<file path="config.mk">
export PLATFORM = sky130hd
export DESIGN_NAME = source_tokenizer_unit_flat
export DESIGN_NICKNAME = d
export VERILOG_FILES = /design/src/hdl/stu_pkg.sv /design/src/hdl/stu_if.sv /design/src/hdl/stu_front.sv /design/src/hdl/stu_queue.sv /design/src/hdl/stu_back.sv /design/src/hdl/source_tokenizer_unit.sv /design/src/flat_wrapper.sv
export SDC_FILE = /design/constraint.sdc
export NUM_CORES = 2
export LEC_CHECK = 0
export BUFFER_PORTS_ARGS = -buffer_cell sky130_fd_sc_hd__buf_4
export CAP_MARGIN = 5
export CORE_UTILIZATION = 30
export CTS_BUF_LIST = sky130_fd_sc_hd__clkbuf_4
export DETAILED_ROUTE_END_ITERATION = 8
export PLACE_DENSITY_LB_ADDON = 0.15
export SLEW_MARGIN = 30
export SYNTH_ARGS = -nofsm -noshare
export SYNTH_HDL_FRONTEND = slang
export SYNTH_HIERARCHICAL = 1
export SYNTH_SLANG_ARGS = --single-unit
</file>
<file path="constraint.sdc">
create_clock -name clk -period 11.7 [get_ports clk]
set_clock_uncertainty 0.2 [all_clocks]
set_input_delay 0.585 -clock clk [delete_from_list [all_inputs] [get_ports clk]]
set_output_delay 0.585 -clock clk [all_outputs]
set_load 0.01 [all_outputs]
</file>
<file path="src/hdl/stu_pkg.sv">
`default_nettype none
package stu_pkg;

  localparam int KIND_W     = 5;
  localparam int POS_OUT_W  = 32;
  localparam int LEN_OUT_W  = 16;
  localparam int QUEUE_DEPTH = 4;
  localparam int QPTR_W     = $clog2(QUEUE_DEPTH);
  localparam int NUM_KW     = 7;

  typedef enum logic [KIND_W-1:0] {
    TK_EOF, TK_INT, TK_IDENT, TK_FN, TK_LET, TK_IF, TK_ELSE, TK_WHILE,
    TK_RETURN, TK_I32, TK_LPAREN, TK_RPAREN, TK_LBRACE, TK_RBRACE, TK_COLON,
    TK_SEMI, TK_COMMA, TK_PLUS, TK_MINUS, TK_STAR, TK_SLASH, TK_PERCENT,
    TK_ARROW, TK_ASSIGN, TK_EQEQ, TK_NEQ, TK_INVALID, TK_LT, TK_LE, TK_GT,
    TK_GE
  } tok_kind_t;

  localparam logic [63:0] KW_CODE [NUM_KW] = '{
    64'h666E, 64'h6C6574, 64'h6966, 64'h656C7365,
    64'h7768696C65, 64'h72657475726E, 64'h693332
  };

  localparam tok_kind_t KW_KIND [NUM_KW] = '{
    TK_FN, TK_LET, TK_IF, TK_ELSE, TK_WHILE, TK_RETURN, TK_I32
  };

  typedef struct packed {
    tok_kind_t            kind;
    logic [POS_OUT_W-1:0] line;
    logic [POS_OUT_W-1:0] column;
    logic [POS_OUT_W-1:0] offset;
    logic [LEN_OUT_W-1:0] length;
  } tok_t;

  // one accepted word yields up to two tokens; the first sits in tok0
  typedef struct packed {
    tok_t tok0;
    tok_t tok1;
    logic two;
  } bundle_t;

  typedef struct packed {
    logic    push;
    bundle_t data;
  } qwr_t;

endpackage
`default_nettype wire

</file>
<file path="src/hdl/stu_if.sv">
`default_nettype none
interface stu_in_if;
  logic       valid;
  logic       ready;
  logic [7:0] source_byte;
  logic       end_of_source;

  modport source (output valid, source_byte, end_of_source, input ready);
  modport sink (input valid, source_byte, end_of_source, output ready);
endinterface

interface stu_out_if;
  logic                            valid;
  logic                            ready;
  logic [stu_pkg::KIND_W-1:0]      token_kind;
  logic [stu_pkg::POS_OUT_W-1:0]   start_line;
  logic [stu_pkg::POS_OUT_W-1:0]   start_column;
  logic [stu_pkg::POS_OUT_W-1:0]   start_offset;
  logic [stu_pkg::LEN_OUT_W-1:0]   token_length;
  logic                            last_of_item;

  modport source (output valid, token_kind, start_line, start_column, start_offset,
                  token_length, last_of_item, input ready);
  modport sink (input valid, token_kind, start_line, start_column, start_offset,
                token_length, last_of_item, output ready);
endinterface
`default_nettype wire

</file>
<file path="src/hdl/stu_front.sv">
`default_nettype none
module stu_front #(
  parameter int POS_WIDTH     = 32,
  parameter int LEN_WIDTH     = 16,
  parameter int KEYWORD_CHARS = 6
) (
  input  wire logic        clk,
  input  wire logic        rst_n,
  stu_in_if.sink           in_chan,
  input  wire logic        q_full,
  output stu_pkg::qwr_t    q_wr
);
  import stu_pkg::*;

  localparam int PW = 8 * KEYWORD_CHARS;

  typedef enum logic [3:0] {
    M_IDLE, M_NUM, M_WORD, M_SLASH, M_COMMENT, M_MINUS, M_EQ, M_BANG, M_LT, M_GT
  } mode_t;

  mode_t                mode_r, mode_nxt;
  logic [POS_WIDTH-1:0] cur_line_r, cur_line_nxt, cur_col_r, cur_col_nxt;
  logic [POS_WIDTH-1:0] cur_off_r, cur_off_nxt;
  logic [POS_WIDTH-1:0] tok_line_r, tok_line_nxt, tok_col_r, tok_col_nxt;
  logic [POS_WIDTH-1:0] tok_off_r, tok_off_nxt;
  logic [LEN_WIDTH-1:0] tok_len_r, tok_len_nxt;
  logic [PW-1:0]        prefix_r, prefix_nxt;
  logic                 too_long_r, too_long_nxt;

  logic [7:0] c;
  logic       acc;
  logic       is_digit, is_alpha;
  mode_t      start_mode;
  logic       single_v;
  tok_kind_t  single_kind;
  logic       flush_v;
  tok_kind_t  flush_kind;
  logic [LEN_WIDTH-1:0] flush_len;
  tok_kind_t  word_kind;
  logic       pair_v, consumed;
  tok_kind_t  pair_kind;
  logic       a_v, b_v;
  tok_kind_t  a_kind, b_kind;
  logic [LEN_WIDTH-1:0] a_len, b_len;
  tok_t       a_tok, b_tok;

  function automatic logic [POS_WIDTH-1:0] pos_inc(input logic [POS_WIDTH-1:0] v);
    pos_inc = (&v) ? v : v + POS_WIDTH'(1);
  endfunction

  function automatic logic [LEN_WIDTH-1:0] len_inc(input logic [LEN_WIDTH-1:0] v);
    len_inc = (&v) ? v : v + LEN_WIDTH'(1);
  endfunction

  assign c             = in_chan.source_byte;
  assign in_chan.ready = !q_full;
  assign acc           = in_chan.valid && !q_full;

  assign is_digit = (c >= "0") && (c <= "9");
  assign is_alpha = (c == "_") || ((c >= "a") && (c <= "z")) || ((c >= "A") && (c <= "Z"));

  always_comb begin
    start_mode  = M_IDLE;
    single_v    = 1'b0;
    single_kind = TK_INVALID;
    if (is_digit) begin
      start_mode = M_NUM;
    end else if (is_alpha) begin
      start_mode = M_WORD;
    end else begin
      case (c)
        " ", "\n": single_v = 1'b0;
        "/": start_mode = M_SLASH;
        "-": start_mode = M_MINUS;
        "=": start_mode = M_EQ;
        "!": start_mode = M_BANG;
        "<": start_mode = M_LT;
        ">": start_mode = M_GT;
        "(": begin single_v = 1'b1; single_kind = TK_LPAREN;  end
        ")": begin single_v = 1'b1; single_kind = TK_RPAREN;  end
        "{": begin single_v = 1'b1; single_kind = TK_LBRACE;  end
        "}": begin single_v = 1'b1; single_kind = TK_RBRACE;  end
        ":": begin single_v = 1'b1; single_kind = TK_COLON;   end
        ";": begin single_v = 1'b1; single_kind = TK_SEMI;    end
        ",": begin single_v = 1'b1; single_kind = TK_COMMA;   end
        "+": begin single_v = 1'b1; single_kind = TK_PLUS;    end
        "*": begin single_v = 1'b1; single_kind = TK_STAR;    end
        "%": begin single_v = 1'b1; single_kind = TK_PERCENT; end
        default: begin single_v = 1'b1; single_kind = TK_INVALID; end
      endcase
    end
  end

  always_comb begin
    word_kind = TK_IDENT;
    if (!too_long_r) begin
      for (int i = 0; i < NUM_KW; i++) begin
        if (64'(prefix_r) == KW_CODE[i]) word_kind = KW_KIND[i];
      end
    end
  end

  always_comb begin
    flush_v    = 1'b1;
    flush_kind = TK_INVALID;
    flush_len  = LEN_WIDTH'(1);
    case (mode_r)
      M_NUM:   begin flush_kind = TK_INT;  flush_len = tok_len_r; end
      M_WORD:  begin flush_kind = word_kind; flush_len = tok_len_r; end
      M_SLASH: flush_kind = TK_SLASH;
      M_MINUS: flush_kind = TK_MINUS;
      M_EQ:    flush_kind = TK_ASSIGN;
      M_BANG:  flush_kind = TK_INVALID;
      M_LT:    flush_kind = TK_LT;
      M_GT:    flush_kind = TK_GT;
      default: flush_v = 1'b0;
    endcase
  end

  always_comb begin
    mode_nxt     = mode_r;
    cur_line_nxt = cur_line_r;
    cur_col_nxt  = cur_col_r;
    cur_off_nxt  = cur_off_r;
    tok_line_nxt = tok_line_r;
    tok_col_nxt  = tok_col_r;
    tok_off_nxt  = tok_off_r;
    tok_len_nxt  = tok_len_r;
    prefix_nxt   = prefix_r;
    too_long_nxt = too_long_r;
    pair_v       = 1'b0;
    pair_kind    = TK_ARROW;
    consumed     = 1'b0;
    a_v          = 1'b0;
    a_kind       = flush_kind;
    a_len        = flush_len;
    b_v          = 1'b0;
    b_kind       = TK_EOF;
    b_len        = '0;
    if (in_chan.end_of_source) begin
      a_v          = flush_v;
      b_v          = 1'b1;
      mode_nxt     = M_IDLE;
      cur_line_nxt = POS_WIDTH'(1);
      cur_col_nxt  = POS_WIDTH'(1);
      cur_off_nxt  = '0;
    end else begin
      cur_off_nxt = pos_inc(cur_off_r);
      if (c == "\n") begin
        cur_line_nxt = pos_inc(cur_line_r);
        cur_col_nxt  = POS_WIDTH'(1);
      end else begin
        cur_col_nxt = pos_inc(cur_col_r);
      end
      case (mode_r)
        M_NUM: begin
          if (is_digit) begin
            consumed    = 1'b1;
            tok_len_nxt = len_inc(tok_len_r);
          end
        end
        M_WORD: begin
          if (is_digit || is_alpha) begin
            consumed    = 1'b1;
            tok_len_nxt = len_inc(tok_len_r);
            if (tok_len_r < LEN_WIDTH'(KEYWORD_CHARS)) prefix_nxt = {prefix_r[PW-9:0], c};
            else too_long_nxt = 1'b1;
          end
        end
        M_SLASH: begin
          if (c == "/") begin
            consumed = 1'b1;
            mode_nxt = M_COMMENT;
          end
        end
        M_COMMENT: begin
          consumed = 1'b1;
          if (c == "\n") mode_nxt = M_IDLE;
        end
        M_MINUS: begin pair_v = (c == ">"); pair_kind = TK_ARROW; end
        M_EQ:    begin pair_v = (c == "="); pair_kind = TK_EQEQ;  end
        M_BANG:  begin pair_v = (c == "="); pair_kind = TK_NEQ;   end
        M_LT:    begin pair_v = (c == "="); pair_kind = TK_LE;    end
        M_GT:    begin pair_v = (c == "="); pair_kind = TK_GE;    end
        default: consumed = 1'b0;
      endcase
      if (pair_v) begin
        a_v      = 1'b1;
        a_kind   = pair_kind;
        a_len    = LEN_WIDTH'(2);
        mode_nxt = M_IDLE;
      end else if (!consumed) begin
        a_v          = flush_v;
        tok_line_nxt = cur_line_r;
        tok_col_nxt  = cur_col_r;
        tok_off_nxt  = cur_off_r;
        tok_len_nxt  = LEN_WIDTH'(1);
        mode_nxt     = start_mode;
        if (is_alpha) begin
          prefix_nxt   = PW'(c);
          too_long_nxt = 1'b0;
        end
        b_v    = single_v;
        b_kind = single_kind;
        b_len  = LEN_WIDTH'(1);
      end
    end
  end

  always_comb begin
    a_tok.kind   = a_kind;
    a_tok.line   = POS_OUT_W'(tok_line_r);
    a_tok.column = POS_OUT_W'(tok_col_r);
    a_tok.offset = POS_OUT_W'(tok_off_r);
    a_tok.length = LEN_OUT_W'(a_len);
    b_tok.kind   = b_kind;
    b_tok.line   = POS_OUT_W'(cur_line_r);
    b_tok.column = POS_OUT_W'(cur_col_r);
    b_tok.offset = POS_OUT_W'(cur_off_r);
    b_tok.length = LEN_OUT_W'(b_len);
    q_wr.push      = acc && (a_v || b_v);
    q_wr.data.tok0 = a_v ? a_tok : b_tok;
    q_wr.data.tok1 = b_tok;
    q_wr.data.two  = a_v && b_v;
  end

  always_ff @(posedge clk) begin
    if (!rst_n) begin
      mode_r     <= M_IDLE;
      cur_line_r <= POS_WIDTH'(1);
      cur_col_r  <= POS_WIDTH'(1);
      cur_off_r  <= '0;
      tok_line_r <= POS_WIDTH'(1);
      tok_col_r  <= POS_WIDTH'(1);
      tok_off_r  <= '0;
      tok_len_r  <= '0;
      prefix_r   <= '0;
      too_long_r <= 1'b0;
    end else if (acc) begin
      mode_r     <= mode_nxt;
      cur_line_r <= cur_line_nxt;
      cur_col_r  <= cur_col_nxt;
      cur_off_r  <= cur_off_nxt;
      tok_line_r <= tok_line_nxt;
      tok_col_r  <= tok_col_nxt;
      tok_off_r  <= tok_off_nxt;
      tok_len_r  <= tok_len_nxt;
      prefix_r   <= prefix_nxt;
      too_long_r <= too_long_nxt;
    end
  end

endmodule
`default_nettype wire

</file>
<file path="src/hdl/stu_queue.sv">
`default_nettype none
module stu_queue (
  input  wire logic              clk,
  input  wire logic              rst_n,
  input  wire stu_pkg::qwr_t     q_wr,
  input  wire logic              pop,
  output logic                   full,
  output logic                   empty,
  output stu_pkg::bundle_t       head
);
  import stu_pkg::*;

  bundle_t                mem [QUEUE_DEPTH];
  logic [QPTR_W-1:0]      wr_ptr_r, rd_ptr_r;
  logic [QPTR_W:0]        cnt_r, cnt_nxt;
  logic                   do_pop;

  assign full   = (cnt_r == (QPTR_W+1)'(QUEUE_DEPTH));
  assign empty  = (cnt_r == '0);
  assign head   = mem[rd_ptr_r];
  assign do_pop = pop && !empty;

  always_comb begin
    cnt_nxt = cnt_r;
    if (q_wr.push && !do_pop) cnt_nxt = cnt_r + (QPTR_W+1)'(1);
    else if (!q_wr.push && do_pop) cnt_nxt = cnt_r - (QPTR_W+1)'(1);
  end

  always_ff @(posedge clk) begin
    if (q_wr.push) mem[wr_ptr_r] <= q_wr.data;
  end

  always_ff @(posedge clk) begin
    if (!rst_n) begin
      wr_ptr_r <= '0;
      rd_ptr_r <= '0;
      cnt_r    <= '0;
    end else begin
      if (q_wr.push) wr_ptr_r <= wr_ptr_r + QPTR_W'(1);
      if (do_pop) rd_ptr_r <= rd_ptr_r + QPTR_W'(1);
      cnt_r <= cnt_nxt;
    end
  end

endmodule
`default_nettype wire

</file>
<file path="src/hdl/stu_back.sv">
`default_nettype none
module stu_back (
  input  wire logic              clk,
  input  wire logic              rst_n,
  input  wire logic              empty,
  input  wire stu_pkg::bundle_t  head,
  output logic                   pop,
  stu_out_if.source              out_chan
);
  import stu_pkg::*;

  tok_t  out_tok_r, out_tok_nxt;
  logic  out_valid_r, out_valid_nxt;
  logic  out_last_r, out_last_nxt;
  logic  idx_r, idx_nxt;
  logic  load;

  assign load = !empty && (!out_valid_r || out_chan.ready);

  always_comb begin
    out_tok_nxt   = out_tok_r;
    out_last_nxt  = out_last_r;
    idx_nxt       = idx_r;
    pop           = 1'b0;
    out_valid_nxt = out_valid_r && !out_chan.ready;
    if (load) begin
      out_valid_nxt = 1'b1;
      out_tok_nxt   = idx_r ? head.tok1 : head.tok0;
      if (head.two && !idx_r) begin
        out_last_nxt = 1'b0;
        idx_nxt      = 1'b1;
      end else begin
        out_last_nxt = 1'b1;
        idx_nxt      = 1'b0;
        pop          = 1'b1;
      end
    end
  end

  always_ff @(posedge clk) begin
    if (!rst_n) begin
      out_valid_r <= 1'b0;
      idx_r       <= 1'b0;
    end else begin
      out_valid_r <= out_valid_nxt;
      idx_r       <= idx_nxt;
    end
    out_tok_r  <= out_tok_nxt;
    out_last_r <= out_last_nxt;
  end

  assign out_chan.valid        = out_valid_r;
  assign out_chan.token_kind   = out_tok_r.kind;
  assign out_chan.start_line   = out_tok_r.line;
  assign out_chan.start_column = out_tok_r.column;
  assign out_chan.start_offset = out_tok_r.offset;
  assign out_chan.token_length = out_tok_r.length;
  assign out_chan.last_of_item = out_last_r;

endmodule
`default_nettype wire

</file>
<file path="src/hdl/source_tokenizer_unit.sv">
// Source tokenizer: scans a source text one byte per word on in_chan and
// sends one word per token on out_chan (kind, start line/column/offset,
// length, last_of_item marking the final token caused by an input word).
// Setting end_of_source flushes a pending token, sends Eof and returns the
// position to line 1, column 1, offset 0.
// Throughput: one input word per cycle while the token queue is not full.
// A word can end one token and emit another (or a flush plus Eof); such
// words need two output words, which the four-entry token queue between
// the lexer and the output stage absorbs. A token is written into the
// queue at the edge that accepts the input word completing it, then moves
// to the output register, from which it is valid on out_chan.
// Stall: while out_chan.ready is low the output word holds; the queue keeps
// filling and in_chan.ready drops only when it is full.
// Reset (rst_n low, synchronous): lexer returns to idle at line 1, column 1,
// offset 0; queue and output register are emptied.
`default_nettype none
module source_tokenizer_unit #(
  parameter int POS_WIDTH     = 32,
  parameter int LEN_WIDTH     = 16,
  parameter int KEYWORD_CHARS = 6
) (
  input  wire logic clk,
  input  wire logic rst_n,
  stu_in_if.sink    in_chan,
  stu_out_if.source out_chan
);
  import stu_pkg::*;

  qwr_t    q_wr;
  bundle_t head;
  logic    q_full, q_empty, pop;

  stu_front #(
    .POS_WIDTH     (POS_WIDTH),
    .LEN_WIDTH     (LEN_WIDTH),
    .KEYWORD_CHARS (KEYWORD_CHARS)
  ) u_front (
    .clk     (clk),
    .rst_n   (rst_n),
    .in_chan (in_chan),
    .q_full  (q_full),
    .q_wr    (q_wr)
  );

  stu_queue u_queue (
    .clk   (clk),
    .rst_n (rst_n),
    .q_wr  (q_wr),
    .pop   (pop),
    .full  (q_full),
    .empty (q_empty),
    .head  (head)
  );

  stu_back u_back (
    .clk      (clk),
    .rst_n    (rst_n),
    .empty    (q_empty),
    .head     (head),
    .pop      (pop),
    .out_chan (out_chan)
  );

endmodule
`default_nettype wire

</file>
<file path="src/flat_wrapper.sv">
// flat-port wrapper written by rule: the top's interface ports become plain ports
module source_tokenizer_unit_flat import stu_pkg::*;
#(
  parameter int POS_WIDTH     = 32,
  parameter int LEN_WIDTH     = 16,
  parameter int KEYWORD_CHARS = 6
)
  (clk, rst_n, in_chan_valid, in_chan_source_byte, in_chan_end_of_source, in_chan_ready, out_chan_valid, out_chan_token_kind, out_chan_start_line, out_chan_start_column, out_chan_start_offset, out_chan_token_length, out_chan_last_of_item, out_chan_ready);
  stu_in_if in_chan_i ();
  stu_out_if out_chan_i ();
  input  wire logic clk;
  input  wire logic rst_n;
  input wire logic [$bits(in_chan_i.valid)-1:0] in_chan_valid;
  input wire logic [$bits(in_chan_i.source_byte)-1:0] in_chan_source_byte;
  input wire logic [$bits(in_chan_i.end_of_source)-1:0] in_chan_end_of_source;
  output wire logic [$bits(in_chan_i.ready)-1:0] in_chan_ready;
  output wire logic [$bits(out_chan_i.valid)-1:0] out_chan_valid;
  output wire logic [$bits(out_chan_i.token_kind)-1:0] out_chan_token_kind;
  output wire logic [$bits(out_chan_i.start_line)-1:0] out_chan_start_line;
  output wire logic [$bits(out_chan_i.start_column)-1:0] out_chan_start_column;
  output wire logic [$bits(out_chan_i.start_offset)-1:0] out_chan_start_offset;
  output wire logic [$bits(out_chan_i.token_length)-1:0] out_chan_token_length;
  output wire logic [$bits(out_chan_i.last_of_item)-1:0] out_chan_last_of_item;
  input wire logic [$bits(out_chan_i.ready)-1:0] out_chan_ready;
  assign in_chan_i.valid = in_chan_valid;
  assign in_chan_i.source_byte = in_chan_source_byte;
  assign in_chan_i.end_of_source = in_chan_end_of_source;
  assign in_chan_ready = in_chan_i.ready;
  assign out_chan_valid = out_chan_i.valid;
  assign out_chan_token_kind = out_chan_i.token_kind;
  assign out_chan_start_line = out_chan_i.start_line;
  assign out_chan_start_column = out_chan_i.start_column;
  assign out_chan_start_offset = out_chan_i.start_offset;
  assign out_chan_token_length = out_chan_i.token_length;
  assign out_chan_last_of_item = out_chan_i.last_of_item;
  assign out_chan_i.ready = out_chan_ready;
  source_tokenizer_unit #(.POS_WIDTH(POS_WIDTH), .LEN_WIDTH(LEN_WIDTH), .KEYWORD_CHARS(KEYWORD_CHARS)) u_core (.clk(clk), .rst_n(rst_n), .in_chan(in_chan_i), .out_chan(out_chan_i));
endmodule
</file>
==> key figures <==
Die
  • Die ar.: 0.179 sq mm
  • Rows: 154
  • Core area: 0.176 sq mm
  • Die span in x: 424 microns
  • I/O pin cnt: 133
  • Initial Util: 0.303
  • Die Y: 424 microns

Global route
  • Largest net degree at the start of global routing: 131
  • All-Layer GR Usage: 0.146
  • Global-route wire length before repair: 199000 microns
  • Initial antenna violation count: 4
  • Total grt overflow: 0
  • Number of global-route vias before repair: 31700

STA
  • RSZ-0062 raised after global routing: no
  • Final hold violations: 0
  • Fmax: 180 MHz
  • Worst Slack Setup Final: 6.15 ns
  • Final min period: 5.55 ns
  • Slew margin rel.: 0.267
  • Setup violations, final: 0
  • Slew Viols, Final: 0
  • Worst Max-Slew Pin Slew: 1.08 ns
  • Tcrit/Tclk final: 0.474
  • Post-route setup TNS: 0 ns

Logic synthesis
  • Post-synth EDFFs: 1058
  • Synth unique cells: 93
  • Post-synth top area share: 0.596
  • Mean post-synth cell area: 15.7 sq um
  • Synth Register Bits: 1330
  • Cell area after synthesis: 0.0533 sq mm
  • Seq/Total Area, Yosys: 0.698
  • Top FF cell, synth: edfxtp_1
  • Ys Warns: 6
  • Cell count after synthesis: 3397
  • Synth top area cells: edfxtp_1 60%, dfxtp_1 10%, mux4_2 9.9%, nand2_1 4.0%, mux2_2 2.5%
  • Post-synthesis async set-or-reset flop share: 0
  • Post-synth top area cell: edfxtp_1

Power and ir drop
  • P_int: 9320 uW
  • Sequential share of power: 0.470
  • Switch Pwr: 3610 uW
  • P_leak: 0.0211 uW
  • Pwr Density: 209 mW/mm^2
  • Clock group share of total power: 0.331
  • Worst IR Drop VDD: 130 uV
  • Sw frac: 0.279
  • Comb pwr share: 0.198

Clocking
  • Clock Sinks: 1330
  • H-tree depth: 5
  • Clock transition at path regs: 0.05 ns
  • Worst skew pair latency: 1.29 ns
  • TritonCTS clock tree: done
  • Post-CTS setup buffer count: 0
  • Max Root-Sink Buffers: 4
  • Root Buffer Master: clkbuf_4
  • Hold buffer count at CTS: 36
  • PostCTS Resize Cnt: 0
  • Total CTS buffers: 385

Route
  • First drt pass iteration count: 7
  • DR iter-0 viols: 1839
  • Routed wire length: 132000 microns
  • DRT antenna net count: 0
  • Wire per inst: 20.3 microns
  • Routed vias: 30000
  • DRC: 16
  • Via-to-Cell Ratio: 4.64

Worst setup path
  • Critical path fanouts, max: 130
  • Register-to-Register Setup Slack: 6.15 ns
  • FF-to-FF Start: u_core/u_front/mode_r[0]
  • Worst endpoint required time: 12.30 ns
  • Critical Path AT: 6.15 ns
  • CP startpoint kind: register
  • FF-to-FF End: u_core/u_queue/mem[2][181]
  • FF-to-FF path depth: 9
  • Kind of critical path: reg2reg
  • Crit end category: register

Placed design
  • Placer congestion estimate: 0.779
  • IO buf count: 132
  • DP Worst Slack: 5.90 ns
  • Detailed Place HPWL: 70500 microns

Cells and area
  • FF/Latch Area: 0.0372 sq mm
  • Footprint of the multi-input gates: 0.0150 sq mm
  • Layout cells sized above 1: 0.289
  • Layout area overhead: 16.2%
  • Final nets: 3836
  • Fill count: 17100

Run status
  • Failing checks: design-rule violations
  • Status: complete, but fails checks

Worst hold path
  • Hold Crit Class: reg2reg
  • Hold Crit Depth: 2
  • Hold path endpoint: u_core/u_front/tok_line_r[28]
  • Hold Path Origin: u_core/u_front/tok_line_r[28]

Job
  • Max-cap violations: 0
critical path, cell delays in order (launching register included):
cell	delay, ns
dfxtp_1	0.68
nor2b_1	0.13
o21a_1	0.48
o2bb2ai_4	0.32
nor3_2	0.54
a21oi_1	0.21
a21oi_1	0.61
and2_4	0.28
buf_12	0.64
buf_4	0.85
worst max path at each step:
stage / startpoint / end / slack [ns]
global placement: in_chan_source_byte[2] / u_core/u_queue/mem[2][46] / 5.93
global route: u_core/u_front/mode_r[0] / u_core/u_queue/mem[2][182] / 5.78
detailed placement: in_chan_source_byte[2] / u_core/u_queue/mem[2][163] / 5.90
floorplan: in_chan_source_byte[2] / u_core/u_queue/mem[0][0] / 2.97
finish: u_core/u_front/mode_r[0] / u_core/u_queue/mem[2][181] / 6.15
CTS: u_core/u_front/mode_r[0] / u_core/u_queue/mem[2][181] / 6.07
placed cells by master, fill, tap and decap left out, drive strengths merged, types with 6 or more instances in the layout:
cell type / Yosys / layout
buf: 120 / 174
nor4: 23 / 23
mux2: 118 / 118
nor2: 186 / 186
nor2b: 17 / 17
nor4b: 9 / 9
o21ai: 42 / 42
xnor2: 39 / 39
dfxtp: 272 / 272
and4: 16 / 16
and3: 37 / 37
a21oi: 28 / 28
nor3: 31 / 31
a21boi: 109 / 109
nand3: 72 / 72
and2: 26 / 26
ha: 9 / 9
inv: 26 / 31
xor2: 50 / 50
o31ai: 6 / 6
mux4: 235 / 235
o211ai: 6 / 6
nand2: 572 / 572
mux2i: 44 / 44
or3: 12 / 12
or4: 7 / 7
conb: 1 / 15
nand4: 39 / 39
diode: 0 / 14
clkbuf: 75 / 599
nand4b: 8 / 8
a31oi: 9 / 9
edfxtp: 1058 / 1058
clkinv: 0 / 80
nand2b: 11 / 11
dlygate4sd3: 0 / 36
or4b: 6 / 6
o21a: 9 / 9
layer usage:
layer | global-route usage | wire (microns) | vias up
met5 | 0 | 0 | -
met4 | 0.0541 | 2770 | 0
met3 | 0.0304 | 5200 | 225
met2 | 0.251 | 67000 | 637
met1 | 0.181 | 56600 | 15200
li1 | - | - | 14000
sequential cells by signal (all words and copies together), names as in the netlist, 2 cells and up, named ones only:
register / flops
u_core/u_front/mode_r: 4
u_core/u_queue/wr_ptr_r: 2
u_core/u_back/out_chan.start_line: 32
u_core/u_front/tok_off_r: 32
u_core/u_back/out_chan.token_length: 16
u_core/u_front/cur_off_r: 32
u_core/u_queue/mem: 940
u_core/u_front/tok_line_r: 32
u_core/u_front/cur_line_r: 32
u_core/u_front/cur_col_r: 32
u_core/u_front/tok_len_r: 16
u_core/u_queue/rd_ptr_r: 2
u_core/u_back/out_chan.start_column: 32
u_core/u_back/out_chan.token_kind: 5
u_core/u_front/prefix_r: 48
u_core/u_back/out_chan.start_offset: 32
u_core/u_front/tok_col_r: 32
u_core/u_queue/cnt_r: 3
stage by stage:
stage               utilization  total power, uW  hold slack [ns]  std cells  instance area (sq um)
floorplan                     -             7880            0.232       3411                  53400
global placement          0.322             8890            0.242       5729                  56700
detailed placement        0.322             8880            0.247       5729                  56700
CTS                       0.351            13300            0.100       6450                  61900
global route              0.352            13700            0.127       6464                  62000
finish                    0.352            12900            0.252       6465                  62000
synth_stat cells (4+ instances only):
cell type and count:
nor2_1 186, nor2b_1 17, clkbuf_1 75, xnor2_1 39
a21oi_1 28, and2_1 25, nand4_1 38, edfxtp_1 1058
nand2b_1 11, mux4_2 235, a31oi_1 9, or3_1 12
nor3_1 30, a32oi_1 5, a22oi_1 4, mux2i_1 44
or4_1 7, nand4b_1 8, nand3_1 71, buf_2 62
a21boi_0 100, a21boi_1 8, ha_1 9, buf_6 31
buf_4 19, dfxtp_1 272, o31ai_1 6, mux2_2 118
xor2_1 50, nand3b_1 4, o21ai_0 40, o21a_1 8
buf_1 8, nor4_1 21, and3_1 37, and4_1 16
o211ai_1 6, nor4b_1 7, inv_1 26, nand2_1 571
layout make-up:
type	count	share of cell area
tap	2340	0.0472
inverter	26	0.00157
sequential	1330	0.601
timing repair buffer	210	0.0290
clock inverter	86	0.00575
multi-input combinational	1860	0.243
clock buffer	599	0.0726
antenna	14	0.000565
power groups by stage:
stage	clock [uW]	combinational, uW	sequential, uW
detailed placement	0	2680	6200
global route	4720	2790	6150
global placement	0	2690	6200
CTS	4480	2700	6110
finish	4280	2560	6080
floorplan	0	1570	6300
logic make-up after synthesis:
| logic type | synth area share |
|---|---|
| other | 0.0000703 |
| XOR/XNOR | 0.0146 |
| adder cells (fa/ha/maj) | 0.00249 |
| flip-flops | 0.698 |
| buffers and inverters | 0.0227 |
| multiplexers | 0.132 |
| AO/OA/AOI/OAI | 0.0340 |
| AND/OR/NAND/NOR | 0.0960 |
Note: power is estimated with default switching activity, not from simulation.
